## config.mk

```make
export PLATFORM = sky130hd
export DESIGN_NAME = go_back_n_window_flat
export DESIGN_NICKNAME = d
export VERILOG_FILES = /design/src/hdl/gbn_pkg.sv /design/src/hdl/gbn_if.sv /design/src/hdl/go_back_n_window.sv /design/src/hdl/gbn_seq_unit.sv /design/src/hdl/gbn_store.sv /design/src/flat_wrapper.sv
export SDC_FILE = /design/constraint.sdc
export NUM_CORES = 1
export LEC_CHECK = 0
export BUFFER_PORTS_ARGS = -buffer_cell sky130_fd_sc_hd__buf_4
export CAP_MARGIN = 20
export CELL_PAD_IN_SITES_DETAIL_PLACEMENT = 0
export CELL_PAD_IN_SITES_GLOBAL_PLACEMENT = 1
export CORE_ASPECT_RATIO = 0.75
export CORE_MARGIN = 10
export CORE_UTILIZATION = 40
export DETAILED_ROUTE_END_ITERATION = 12
export MAX_ROUTING_LAYER = met4
export PLACE_DENSITY_LB_ADDON = 0.1
export SLEW_MARGIN = 5
export SYNTH_ARGS = -nofsm -noshare
export SYNTH_HDL_FRONTEND = slang
export SYNTH_SLANG_ARGS = --single-unit
export TNS_END_PERCENT = 1
```

## constraint.sdc

```tcl
create_clock -name clk_i -period 9.1 [get_ports clk_i]
set_input_delay 0.455 -clock clk_i [delete_from_list [all_inputs] [get_ports clk_i]]
set_output_delay 0.455 -clock clk_i [all_outputs]
set_load 0.005 [all_outputs]
```

## src/hdl/gbn_pkg.sv

```systemverilog
package gbn_pkg;

  // command codes on the input channel
  localparam logic [1:0] CmdSend    = 2'd0;
  localparam logic [1:0] CmdRecv    = 2'd1;
  localparam logic [1:0] CmdTimeout = 2'd2;

  // result kinds
  typedef enum logic [1:0] {
    KindTx      = 2'd0,
    KindDeliver = 2'd1,
    KindStop    = 2'd2,
    KindRefuse  = 2'd3
  } kind_e;

  // most result words one command may produce
  localparam int unsigned MaxResults = 8;
  localparam int unsigned NResBits   = $clog2(MaxResults) + 1;

endpackage

```

## src/hdl/gbn_if.sv

```systemverilog
interface gbn_cmd_if #(
  parameter int unsigned SEQ_BITS     = 3,
  parameter int unsigned PAYLOAD_BITS = 32
);
  logic                    valid;
  logic                    ready;
  logic [1:0]              command;
  logic [SEQ_BITS-1:0]     frame_seq;
  logic [SEQ_BITS-1:0]     frame_ack;
  logic [PAYLOAD_BITS-1:0] payload;

  modport source (output valid, command, frame_seq, frame_ack, payload, input ready);
  modport sink   (input valid, command, frame_seq, frame_ack, payload, output ready);
endinterface

interface gbn_res_if #(
  parameter int unsigned SEQ_BITS     = 3,
  parameter int unsigned PAYLOAD_BITS = 32
);
  import gbn_pkg::*;
  logic                    valid;
  logic                    ready;
  kind_e                   kind;
  logic [SEQ_BITS-1:0]     seq_number;
  logic [SEQ_BITS-1:0]     ack_number;
  logic [PAYLOAD_BITS-1:0] data_out;
  logic [SEQ_BITS-1:0]     outstanding;
  logic                    last;

  modport source (output valid, kind, seq_number, ack_number, data_out, outstanding, last,
                  input ready);
  modport sink   (input valid, kind, seq_number, ack_number, data_out, outstanding, last,
                  output ready);
endinterface

interface gbn_cfg_if #(
  parameter int unsigned SEQ_BITS = 3
);
  logic                valid;
  logic                ready;
  logic [SEQ_BITS-1:0] data;

  modport source (output valid, data, input ready);
  modport sink   (input valid, data, output ready);
endinterface

```

## src/hdl/go_back_n_window.sv

```systemverilog
// Channel  | Dir | Payload                                             | Word
// cmd_i    | in  | command, frame_seq, frame_ack, payload              | one command
// res_o    | out | kind, seq_number, ack_number, data_out,             | one result
//          |     | outstanding, last                                   |
// cfg_i    | in  | data (max_sequence)                                 | register write
//
// One command at a time. Send: one result. Receive: a deliver for an in-order frame,
// then one per retired frame. Timeout: one per outstanding frame (at most 8 results).
// The single sequencer with its shared step/window unit and the one output register
// emit one result word per cycle while res_o takes them; the send store read port is
// prefetched one ahead. Reset (rst_ni low, async) empties the window, zeroes all
// sequence numbers and sets max_sequence to 7. A stall on res_o holds the sequencer in
// place; cmd_i is taken only while the sequencer idles.
module go_back_n_window #(
  parameter int unsigned SEQ_BITS     = 3,
  parameter int unsigned PAYLOAD_BITS = 32
) (
  input  logic      clk_i,
  input  logic      rst_ni,
  gbn_cmd_if.sink   cmd_i,
  gbn_res_if.source res_o,
  gbn_cfg_if.sink   cfg_i
);
  import gbn_pkg::*;

  localparam logic [SEQ_BITS-1:0] MaxSeqReset = SEQ_BITS'(7);
  localparam int unsigned CmpBits = ((SEQ_BITS > NResBits) ? SEQ_BITS : NResBits) + 1;
  localparam logic [NResBits-1:0] NResLimit = NResBits'(MaxResults);

  typedef enum logic [2:0] {
    StIdle,
    StSend,
    StRecv,
    StRetire,
    StTout
  } state_e;

  state_e state_q, state_d;

  // window state
  logic [SEQ_BITS-1:0] max_q, max_d;
  logic [SEQ_BITS-1:0] next_q, next_d;
  logic [SEQ_BITS-1:0] oldest_q, oldest_d;
  logic [SEQ_BITS-1:0] recv_q, recv_d;
  logic [SEQ_BITS-1:0] count_q, count_d;
  logic [NResBits-1:0] n_q, n_d;

  // latched command word
  logic [SEQ_BITS-1:0]     fseq_q, fseq_d;
  logic [SEQ_BITS-1:0]     fack_q, fack_d;
  logic [PAYLOAD_BITS-1:0] payload_q, payload_d;

  // output register
  logic                    res_valid_q, res_valid_d;
  kind_e                   res_kind_q, res_kind_d;
  logic [SEQ_BITS-1:0]     res_seq_q, res_seq_d;
  logic [SEQ_BITS-1:0]     res_ack_q, res_ack_d;
  logic [PAYLOAD_BITS-1:0] res_data_q, res_data_d;
  logic [SEQ_BITS-1:0]     res_out_q, res_out_d;
  logic                    res_last_q, res_last_d;

  // shared unit hookup
  logic [SEQ_BITS-1:0] up_x, up_val, down_val, win_a;
  logic                win;

  // store hookup
  logic                    st_we;
  logic [SEQ_BITS-1:0]     st_raddr;
  logic [PAYLOAD_BITS-1:0] st_rdata;

  logic                slot_free;
  logic                more;
  logic [NResBits-1:0] n_inc;
  logic [SEQ_BITS-1:0] count_dec;

  gbn_seq_unit #(.SEQ_BITS(SEQ_BITS)) u_seq (
    .max_i    (max_q),
    .up_x_i   (up_x),
    .down_x_i (recv_q),
    .win_a_i  (win_a),
    .win_b_i  (fack_q),
    .win_c_i  (next_q),
    .up_o     (up_val),
    .down_o   (down_val),
    .win_o    (win)
  );

  gbn_store #(.SEQ_BITS(SEQ_BITS), .PAYLOAD_BITS(PAYLOAD_BITS)) u_store (
    .clk_i   (clk_i),
    .we_i    (st_we),
    .waddr_i (next_q),
    .wdata_i (payload_q),
    .raddr_i (st_raddr),
    .rdata_o (st_rdata)
  );

  assign slot_free = !res_valid_q || res_o.ready;
  assign n_inc     = n_q + 1'b1;
  assign count_dec = count_q - 1'b1;

  // step operand and window base depend on the phase
  always_comb begin
    up_x  = next_q;
    win_a = oldest_q;
    unique case (state_q)
      StRecv: begin
        up_x = recv_q;
      end
      StRetire: begin
        up_x  = oldest_q;
        win_a = up_val;   // look one frame ahead to find the last retire
      end
      default: ;
    endcase
  end

  always_comb begin
    state_d     = state_q;
    max_d       = max_q;
    next_d      = next_q;
    oldest_d    = oldest_q;
    recv_d      = recv_q;
    count_d     = count_q;
    n_d         = n_q;
    fseq_d      = fseq_q;
    fack_d      = fack_q;
    payload_d   = payload_q;
    res_valid_d = res_valid_q && !res_o.ready;
    res_kind_d  = res_kind_q;
    res_seq_d   = res_seq_q;
    res_ack_d   = res_ack_q;
    res_data_d  = res_data_q;
    res_out_d   = res_out_q;
    res_last_d  = res_last_q;
    st_we       = 1'b0;
    st_raddr    = next_q;
    more        = 1'b0;

    if (cfg_i.valid) begin
      max_d = cfg_i.data;
    end

    unique case (state_q)
      StIdle: begin
        if (cmd_i.valid) begin
          fseq_d    = cmd_i.frame_seq;
          fack_d    = cmd_i.frame_ack;
          payload_d = cmd_i.payload;
          n_d       = '0;
          case (cmd_i.command)
            CmdSend: state_d = StSend;
            CmdRecv: state_d = StRecv;
            CmdTimeout: begin
              // rewind and prefetch the oldest frame
              next_d   = oldest_q;
              st_raddr = oldest_q;
              if (count_q != '0) begin
                state_d = StTout;
              end
            end
            default: ;
          endcase
        end
      end

      StSend: begin
        if (slot_free) begin
          res_valid_d = 1'b1;
          res_last_d  = 1'b1;
          state_d     = StIdle;
          if (count_q >= max_q) begin
            res_kind_d = KindRefuse;
            res_seq_d  = '0;
            res_ack_d  = '0;
            res_data_d = '0;
            res_out_d  = count_q;
          end else begin
            st_we      = 1'b1;
            count_d    = count_q + 1'b1;
            res_kind_d = KindTx;
            res_seq_d  = next_q;
            res_ack_d  = down_val;
            res_data_d = payload_q;
            res_out_d  = count_q + 1'b1;
            next_d     = up_val;
          end
        end
      end

      StRecv: begin
        more = (count_q != '0) && win;
        if (fseq_q == recv_q) begin
          if (slot_free) begin
            res_valid_d = 1'b1;
            res_kind_d  = KindDeliver;
            res_seq_d   = '0;
            res_ack_d   = '0;
            res_data_d  = payload_q;
            res_out_d   = count_q;
            res_last_d  = !more;
            recv_d      = up_val;
            n_d         = n_inc;
            state_d     = more ? StRetire : StIdle;
          end
        end else begin
          state_d = more ? StRetire : StIdle;
        end
      end

      StRetire: begin
        more = (count_dec != '0) && win && (n_inc != NResLimit);
        if (slot_free) begin
          res_valid_d = 1'b1;
          res_kind_d  = KindStop;
          res_seq_d   = oldest_q;
          res_ack_d   = '0;
          res_data_d  = '0;
          res_out_d   = count_dec;
          res_last_d  = !more;
          count_d     = count_dec;
          oldest_d    = up_val;
          n_d         = n_inc;
          if (!more) begin
            state_d = StIdle;
          end
        end
      end

      StTout: begin
        more = (CmpBits'(n_inc) < CmpBits'(count_q)) && (n_inc != NResLimit);
        if (slot_free) begin
          res_valid_d = 1'b1;
          res_kind_d  = KindTx;
          res_seq_d   = next_q;
          res_ack_d   = down_val;
          res_data_d  = st_rdata;
          res_out_d   = count_q;
          res_last_d  = !more;
          next_d      = up_val;
          st_raddr    = up_val;   // prefetch the following frame
          n_d         = n_inc;
          if (!more) begin
            state_d = StIdle;
          end
        end
      end

      default: state_d = StIdle;
    endcase
  end

  always_ff @(posedge clk_i or negedge rst_ni) begin
    if (!rst_ni) begin
      state_q     <= StIdle;
      max_q       <= MaxSeqReset;
      next_q      <= '0;
      oldest_q    <= '0;
      recv_q      <= '0;
      count_q     <= '0;
      n_q         <= '0;
      fseq_q      <= '0;
      fack_q      <= '0;
      payload_q   <= '0;
      res_valid_q <= 1'b0;
      res_kind_q  <= KindTx;
      res_seq_q   <= '0;
      res_ack_q   <= '0;
      res_data_q  <= '0;
      res_out_q   <= '0;
      res_last_q  <= 1'b0;
    end else begin
      state_q     <= state_d;
      max_q       <= max_d;
      next_q      <= next_d;
      oldest_q    <= oldest_d;
      recv_q      <= recv_d;
      count_q     <= count_d;
      n_q         <= n_d;
      fseq_q      <= fseq_d;
      fack_q      <= fack_d;
      payload_q   <= payload_d;
      res_valid_q <= res_valid_d;
      res_kind_q  <= res_kind_d;
      res_seq_q   <= res_seq_d;
      res_ack_q   <= res_ack_d;
      res_data_q  <= res_data_d;
      res_out_q   <= res_out_d;
      res_last_q  <= res_last_d;
    end
  end

  assign cmd_i.ready       = (state_q == StIdle);
  assign cfg_i.ready       = 1'b1;
  assign res_o.valid       = res_valid_q;
  assign res_o.kind        = res_kind_q;
  assign res_o.seq_number  = res_seq_q;
  assign res_o.ack_number  = res_ack_q;
  assign res_o.data_out    = res_data_q;
  assign res_o.outstanding = res_out_q;
  assign res_o.last        = res_last_q;

  // each retire step takes exactly one frame off the window
  a_retire_dec: assert property (@(posedge clk_i) disable iff (!rst_ni)
    (state_q == StRetire && slot_free) |=> (count_q == $past(count_dec)))
    else $error("retire did not decrement outstanding count");

  // retransmission only runs with frames outstanding
  a_tout_nonempty: assert property (@(posedge clk_i) disable iff (!rst_ni)
    (state_q == StTout) |-> (count_q != '0))
    else $error("retransmission with empty window");

  // loading the final result word returns the sequencer to idle
  a_last_idle: assert property (@(posedge clk_i) disable iff (!rst_ni)
    (state_q != StIdle && slot_free && res_valid_d && res_last_d) |=> (state_q == StIdle))
    else $error("sequencer busy after final result");

  // result count per command stays within bound
  a_n_bound: assert property (@(posedge clk_i) disable iff (!rst_ni)
    (state_q != StIdle) |-> (n_q < NResLimit))
    else $error("too many results for one command");

endmodule

```

## src/hdl/gbn_seq_unit.sv

```systemverilog
// Shared modular sequence unit: step up, step down, window test.
module gbn_seq_unit #(
  parameter int unsigned SEQ_BITS = 3
) (
  input  logic [SEQ_BITS-1:0] max_i,
  input  logic [SEQ_BITS-1:0] up_x_i,
  input  logic [SEQ_BITS-1:0] down_x_i,
  input  logic [SEQ_BITS-1:0] win_a_i,
  input  logic [SEQ_BITS-1:0] win_b_i,
  input  logic [SEQ_BITS-1:0] win_c_i,
  output logic [SEQ_BITS-1:0] up_o,
  output logic [SEQ_BITS-1:0] down_o,
  output logic                win_o
);

  assign up_o   = (up_x_i >= max_i) ? '0 : up_x_i + 1'b1;
  assign down_o = (down_x_i == '0 || down_x_i > max_i) ? max_i : down_x_i - 1'b1;

  // b lies in [a, c) on the modular ring
  assign win_o = ((win_a_i <= win_b_i) && (win_b_i < win_c_i)) ||
                 ((win_c_i < win_a_i) && (win_a_i <= win_b_i)) ||
                 ((win_b_i < win_c_i) && (win_c_i < win_a_i));

endmodule

```

## src/hdl/gbn_store.sv

```systemverilog
// Send store: one write port, one registered read port.
module gbn_store #(
  parameter int unsigned SEQ_BITS     = 3,
  parameter int unsigned PAYLOAD_BITS = 32
) (
  input  logic                    clk_i,
  input  logic                    we_i,
  input  logic [SEQ_BITS-1:0]     waddr_i,
  input  logic [PAYLOAD_BITS-1:0] wdata_i,
  input  logic [SEQ_BITS-1:0]     raddr_i,
  output logic [PAYLOAD_BITS-1:0] rdata_o
);

  logic [PAYLOAD_BITS-1:0] mem_q [2**SEQ_BITS];
  logic [PAYLOAD_BITS-1:0] rdata_q;

  always_ff @(posedge clk_i) begin
    if (we_i) begin
      mem_q[waddr_i] <= wdata_i;
    end
    rdata_q <= mem_q[raddr_i];
  end

  assign rdata_o = rdata_q;

endmodule
```

## src/flat_wrapper.sv

```systemverilog
// flat-port wrapper written by rule: the top's interface ports become plain ports
module go_back_n_window_flat import gbn_pkg::*;
#(
  parameter int unsigned SEQ_BITS     = 3,
  parameter int unsigned PAYLOAD_BITS = 32
)
  (clk_i, rst_ni, cmd_i_valid, cmd_i_command, cmd_i_frame_seq, cmd_i_frame_ack, cmd_i_payload, cmd_i_ready, res_o_valid, res_o_kind, res_o_seq_number, res_o_ack_number, res_o_data_out, res_o_outstanding, res_o_last, res_o_ready, cfg_i_valid, cfg_i_data, cfg_i_ready);
  gbn_cmd_if #(.SEQ_BITS(SEQ_BITS), .PAYLOAD_BITS(PAYLOAD_BITS)) cmd_i_i ();
  gbn_res_if #(.SEQ_BITS(SEQ_BITS), .PAYLOAD_BITS(PAYLOAD_BITS)) res_o_i ();
  gbn_cfg_if #(.SEQ_BITS(SEQ_BITS)) cfg_i_i ();
  input  logic clk_i;
  input  logic rst_ni;
  input wire logic [$bits(cmd_i_i.valid)-1:0] cmd_i_valid;
  input wire logic [$bits(cmd_i_i.command)-1:0] cmd_i_command;
  input wire logic [$bits(cmd_i_i.frame_seq)-1:0] cmd_i_frame_seq;
  input wire logic [$bits(cmd_i_i.frame_ack)-1:0] cmd_i_frame_ack;
  input wire logic [$bits(cmd_i_i.payload)-1:0] cmd_i_payload;
  output wire logic [$bits(cmd_i_i.ready)-1:0] cmd_i_ready;
  output wire logic [$bits(res_o_i.valid)-1:0] res_o_valid;
  output wire logic [$bits(res_o_i.kind)-1:0] res_o_kind;
  output wire logic [$bits(res_o_i.seq_number)-1:0] res_o_seq_number;
  output wire logic [$bits(res_o_i.ack_number)-1:0] res_o_ack_number;
  output wire logic [$bits(res_o_i.data_out)-1:0] res_o_data_out;
  output wire logic [$bits(res_o_i.outstanding)-1:0] res_o_outstanding;
  output wire logic [$bits(res_o_i.last)-1:0] res_o_last;
  input wire logic [$bits(res_o_i.ready)-1:0] res_o_ready;
  input wire logic [$bits(cfg_i_i.valid)-1:0] cfg_i_valid;
  input wire logic [$bits(cfg_i_i.data)-1:0] cfg_i_data;
  output wire logic [$bits(cfg_i_i.ready)-1:0] cfg_i_ready;
  assign cmd_i_i.valid = cmd_i_valid;
  assign cmd_i_i.command = cmd_i_command;
  assign cmd_i_i.frame_seq = cmd_i_frame_seq;
  assign cmd_i_i.frame_ack = cmd_i_frame_ack;
  assign cmd_i_i.payload = cmd_i_payload;
  assign cmd_i_ready = cmd_i_i.ready;
  assign res_o_valid = res_o_i.valid;
  assign res_o_kind = res_o_i.kind;
  assign res_o_seq_number = res_o_i.seq_number;
  assign res_o_ack_number = res_o_i.ack_number;
  assign res_o_data_out = res_o_i.data_out;
  assign res_o_outstanding = res_o_i.outstanding;
  assign res_o_last = res_o_i.last;
  assign res_o_i.ready = res_o_ready;
  assign cfg_i_i.valid = cfg_i_valid;
  assign cfg_i_i.data = cfg_i_data;
  assign cfg_i_ready = cfg_i_i.ready;
  go_back_n_window #(.SEQ_BITS(SEQ_BITS), .PAYLOAD_BITS(PAYLOAD_BITS)) u_core (.clk_i(clk_i), .rst_ni(rst_ni), .cmd_i(cmd_i_i), .res_o(res_o_i), .cfg_i(cfg_i_i));
endmodule
```

==> results.cfg <==
[outcome]
status = finished clean

[critical_path]
cpMostUsedCell = buf_4
path_cells = and2b_4 -> mux2i_4 -> ha_1 -> a21o_1 -> a31o_2 -> o311ai_4 -> buf_4 -> and2_1 -> buf_4 -> nand3_2 -> o221ai_1 -> nor3_1
slowest_stage = nand3_2
critPathLaunchType = flop
critPathCaptureType = flop
path_class = reg -> reg
worst_ep_required_time_ns = 9.52
crit_arrival_ns = 5.79
cp_slowest_stage_delay_ns = 0.86
critPathBufInv = 2
crit_fanout = 34
crit_family = simple AND/OR/NAND/NOR gates

[floorplan]
initial_core_util = 0.404
die_x_um = 250
dieHeight_um = 193
die_area_mm2 = 0.0483
pin_count = 95
row_count = 63
core-area_mm2 = 0.0394

[finish]
drive_above_1_share = 0.196
syn_to_final_growth_pct = 16.1
nFillCells = 3507
nNetsFinal = 1288
n_antenna_cell = 0

[job]
cap_violations = 0

[clock_network]
cts_htree_levels = 2
post_cts_resize_count = 0
insertion_delay_ns = 0.55
cts_tree = done
cts_root_buf = clkbuf_16
cts_buffers = 40
cts.path.max_buffers = 3
cts_num_sinks = 393
clk_pin_slew_ns = 0.06

[pwr]
internal-power_mw = 4.22
seqPwrFrac = 0.413
power_frac_comb = 0.350
ir_drop_mv = 0.238
p_clk_frac = 0.237
swShare = 0.375
leakage_nw = 6.78
power.total_mw = 6.75
p_switching_mw = 2.53
power.density_mw_per_mm2 = 365

[route]
drc = 0
vias = 9836
viasPerCell = 5.59
firstDrtPassIters = 5
drt_iter0_drc = 747
wl_per_cell_um = 23.2
ant_nets = 0
finalWirelength_um = 40900

[synth]
synth_common_cells = edfxtp_1, dfrtp_1, nand2_1
syn-instance-count = 1126
ys_types = 71
synth_top_area_frac = 0.482
syn_area_per_cell_um2 = 14.2
yosys_warnings = 0
synthArstFlopShare = 0.267
synth-seq-cells = 393
ys_seq_area_frac = 0.688
yosysMostFrequentCell = edfxtp_1
synth_area_leader_cell = edfxtp_1
ys.flop_type = edfxtp_1
synth-edff-count = 256
synth_area_mm2 = 0.0159
yosys-top-cells-area = edfxtp_1, dfrtp_1, dfxtp_1, mux2i_1, mux2_2
synthesis.nets = 1204

[sta]
fin_skew_ns = 0.0123
max_freq_mhz = 186
final.min_clock_period_ns = 5.37
min_period_over_period = 0.590
drv_slew = 0
slew-limit-headroom = 0.282
tns_ns = 0
grt_setup_unrepaired = false
setup_violations = 0
hold_violations = 0
worstMarginPinSlew_ns = 1.07

[hold_path]
hold_path.class = in -> reg

[place]
routabilityCongestion = 0.794
io_buffers = 93
dp_hpwl_um = 23500

[grt]
grt_pass1_vias = 10043
grt_max_degree = 89
track_usage = 0.173
grt_first_pass_wirelength_um = 63300
antenna_found_initial = 0
overflow = 0
-- state kept, by name, summed over array words and instances, names as in the netlist, 2 cells and up --
name / cells
u_core.count_q: 3
u_core.fack_q: 3
u_core.fseq_q: 3
u_core.max_q: 3
u_core.n_q: 4
u_core.next_q: 3
u_core.oldest_q: 3
u_core.payload_q: 32
u_core.recv_q: 3
u_core.res_o.ack_number: 3
u_core.res_o.data_out: 32
u_core.res_o.kind: 2
u_core.res_o.outstanding: 3
u_core.res_o.seq_number: 3
u_core.state_q: 3
u_core.u_store.mem_q: 256
u_core.u_store.rdata_o: 32
-- worst reg2reg max path, cell delays in order, from the launching register on --
cell and delay, ns:
dfrtp_1 0.65, and2b_4 0.52, mux2i_4 0.30, ha_1 0.30
a21o_1 0.23, a31o_2 0.26, o311ai_4 0.25, buf_4 0.45
and2_1 0.23, buf_4 0.49, nand3_2 0.88, o221ai_1 0.57
nor3_1 0.10
-- power by group through the flow --
stage	registers (mW)	logic (mW)	clock network (mW)
6_report	2.79	2.36	1.60
5_1_grt	2.85	2.62	1.71
4_1_cts	2.79	2.40	1.64
3_5_place_dp	2.83	2.40	0
3_3_place_gp	2.82	2.37	0
2_1_floorplan	2.66	1.62	0
-- layout by cell type, fill, tap and decap left out, types with 4 or more instances in the layout --
cell type  count
mux2_2        40
mux2i_1       46
nand2_1       79
buf_4        113
o31ai_1        5
nor2_1        18
nand3_2        4
o21ai_1        9
o221ai_1      32
o32ai_1       32
nor2_4         6
dfrtp_1      102
clkbuf_16     41
ha_1          30
xor2_1         6
clkbuf_1      10
nand2b_1       9
inv_1         24
nand3_1       36
dfxtp_1       32
a31oi_1       35
a21oi_1       16
edfxtp_1     256
clkinv_2       6
xnor2_1        6
clkinv_1      10
o2bb2ai_1     31
a21o_1         9
o21ai_0       58
a22oi_1       36
nor3_1        35
-- layer usage --
metal,wire [um],global-route usage,vias up
met4,605,0.0402,0
met3,2190,0.0317,48
met1,20300,0.250,4957
li1,-,-,4565
met2,17700,0.250,266
met5,0,-,-
-- per-stage QoR --
stage / hold WS, ns / worst slack, ns / cell area, um2 / utilization / instances
global placement: 0.463 / 3.83 / 17200 / 0.437 / 1687
global route: 0.0820 / 3.47 / 18500 / 0.469 / 1761
floorplan: 0.159 / 4.59 / 15900 / - / 1126
CTS: 0.0638 / 3.74 / 18500 / 0.469 / 1761
detailed placement: 0.472 / 3.76 / 17200 / 0.437 / 1687
finish: 0.0891 / 3.73 / 18500 / 0.469 / 1761
-- path summary, 6_finish.rpt --
path / from / endpoint / slack, ns / cells past startpoint
worst max-delay path: u_core.state_q[2]$_DFFE_PN0P_ / u_core.u_store.rdata_o[8]$_DFF_P_ / 3.73 / 12
worst min-delay path: cfg_i_valid / u_core.max_q[1]$_DFFE_PN1P_ / 0.09 / 2
worst max register to register: u_core.state_q[2]$_DFFE_PN0P_ / u_core.u_store.rdata_o[8]$_DFF_P_ / 3.73 / 12
worst min register to register: u_core.res_o.seq_number[0]$_DFFE_PN0P_ / u_core.res_o.seq_number[0]$_DFFE_PN0P_ / 0.48 / 2
max in group asynchronous: rst_ni / u_core.res_o.data_out[20]$_DFFE_PN0P_ / 7.39 / 3
min in group asynchronous: rst_ni / u_core.res_o.kind[1]$_DFFE_PN0P_ / 0.49 / 2
-- area by class of cell --
class                   count  area (um2)  area share
clock buffers              54        1100      0.0597
inverters                  26        97.6     0.00527
multi-input cells         635        4680       0.253
clock inverters            19         153     0.00825
flip-flops and latches    393       11000       0.592
repair buffers            114         858      0.0464
well taps                 520         651      0.0352
-- kinds of logic after synthesis --
family | after synthesis | share of synthesized area
compound gates | 291 | 0.133
xor+xnor | 13 | 0.00762
simple gates | 211 | 0.0616
flops | 393 | 0.688
other cells | 1 | 0.000235
buf+inv | 98 | 0.0256
mux | 89 | 0.0609
fa+ha+maj | 30 | 0.0236
-- what timing repair did --
action                                  in CTS  in global routing
buffers inserted                             0                  0
hold buffers                                 1                  0
endpoints found under the hold margin       14                  0
endpoints found under the setup margin       0                  0
(Power assumes the default switching activity.)
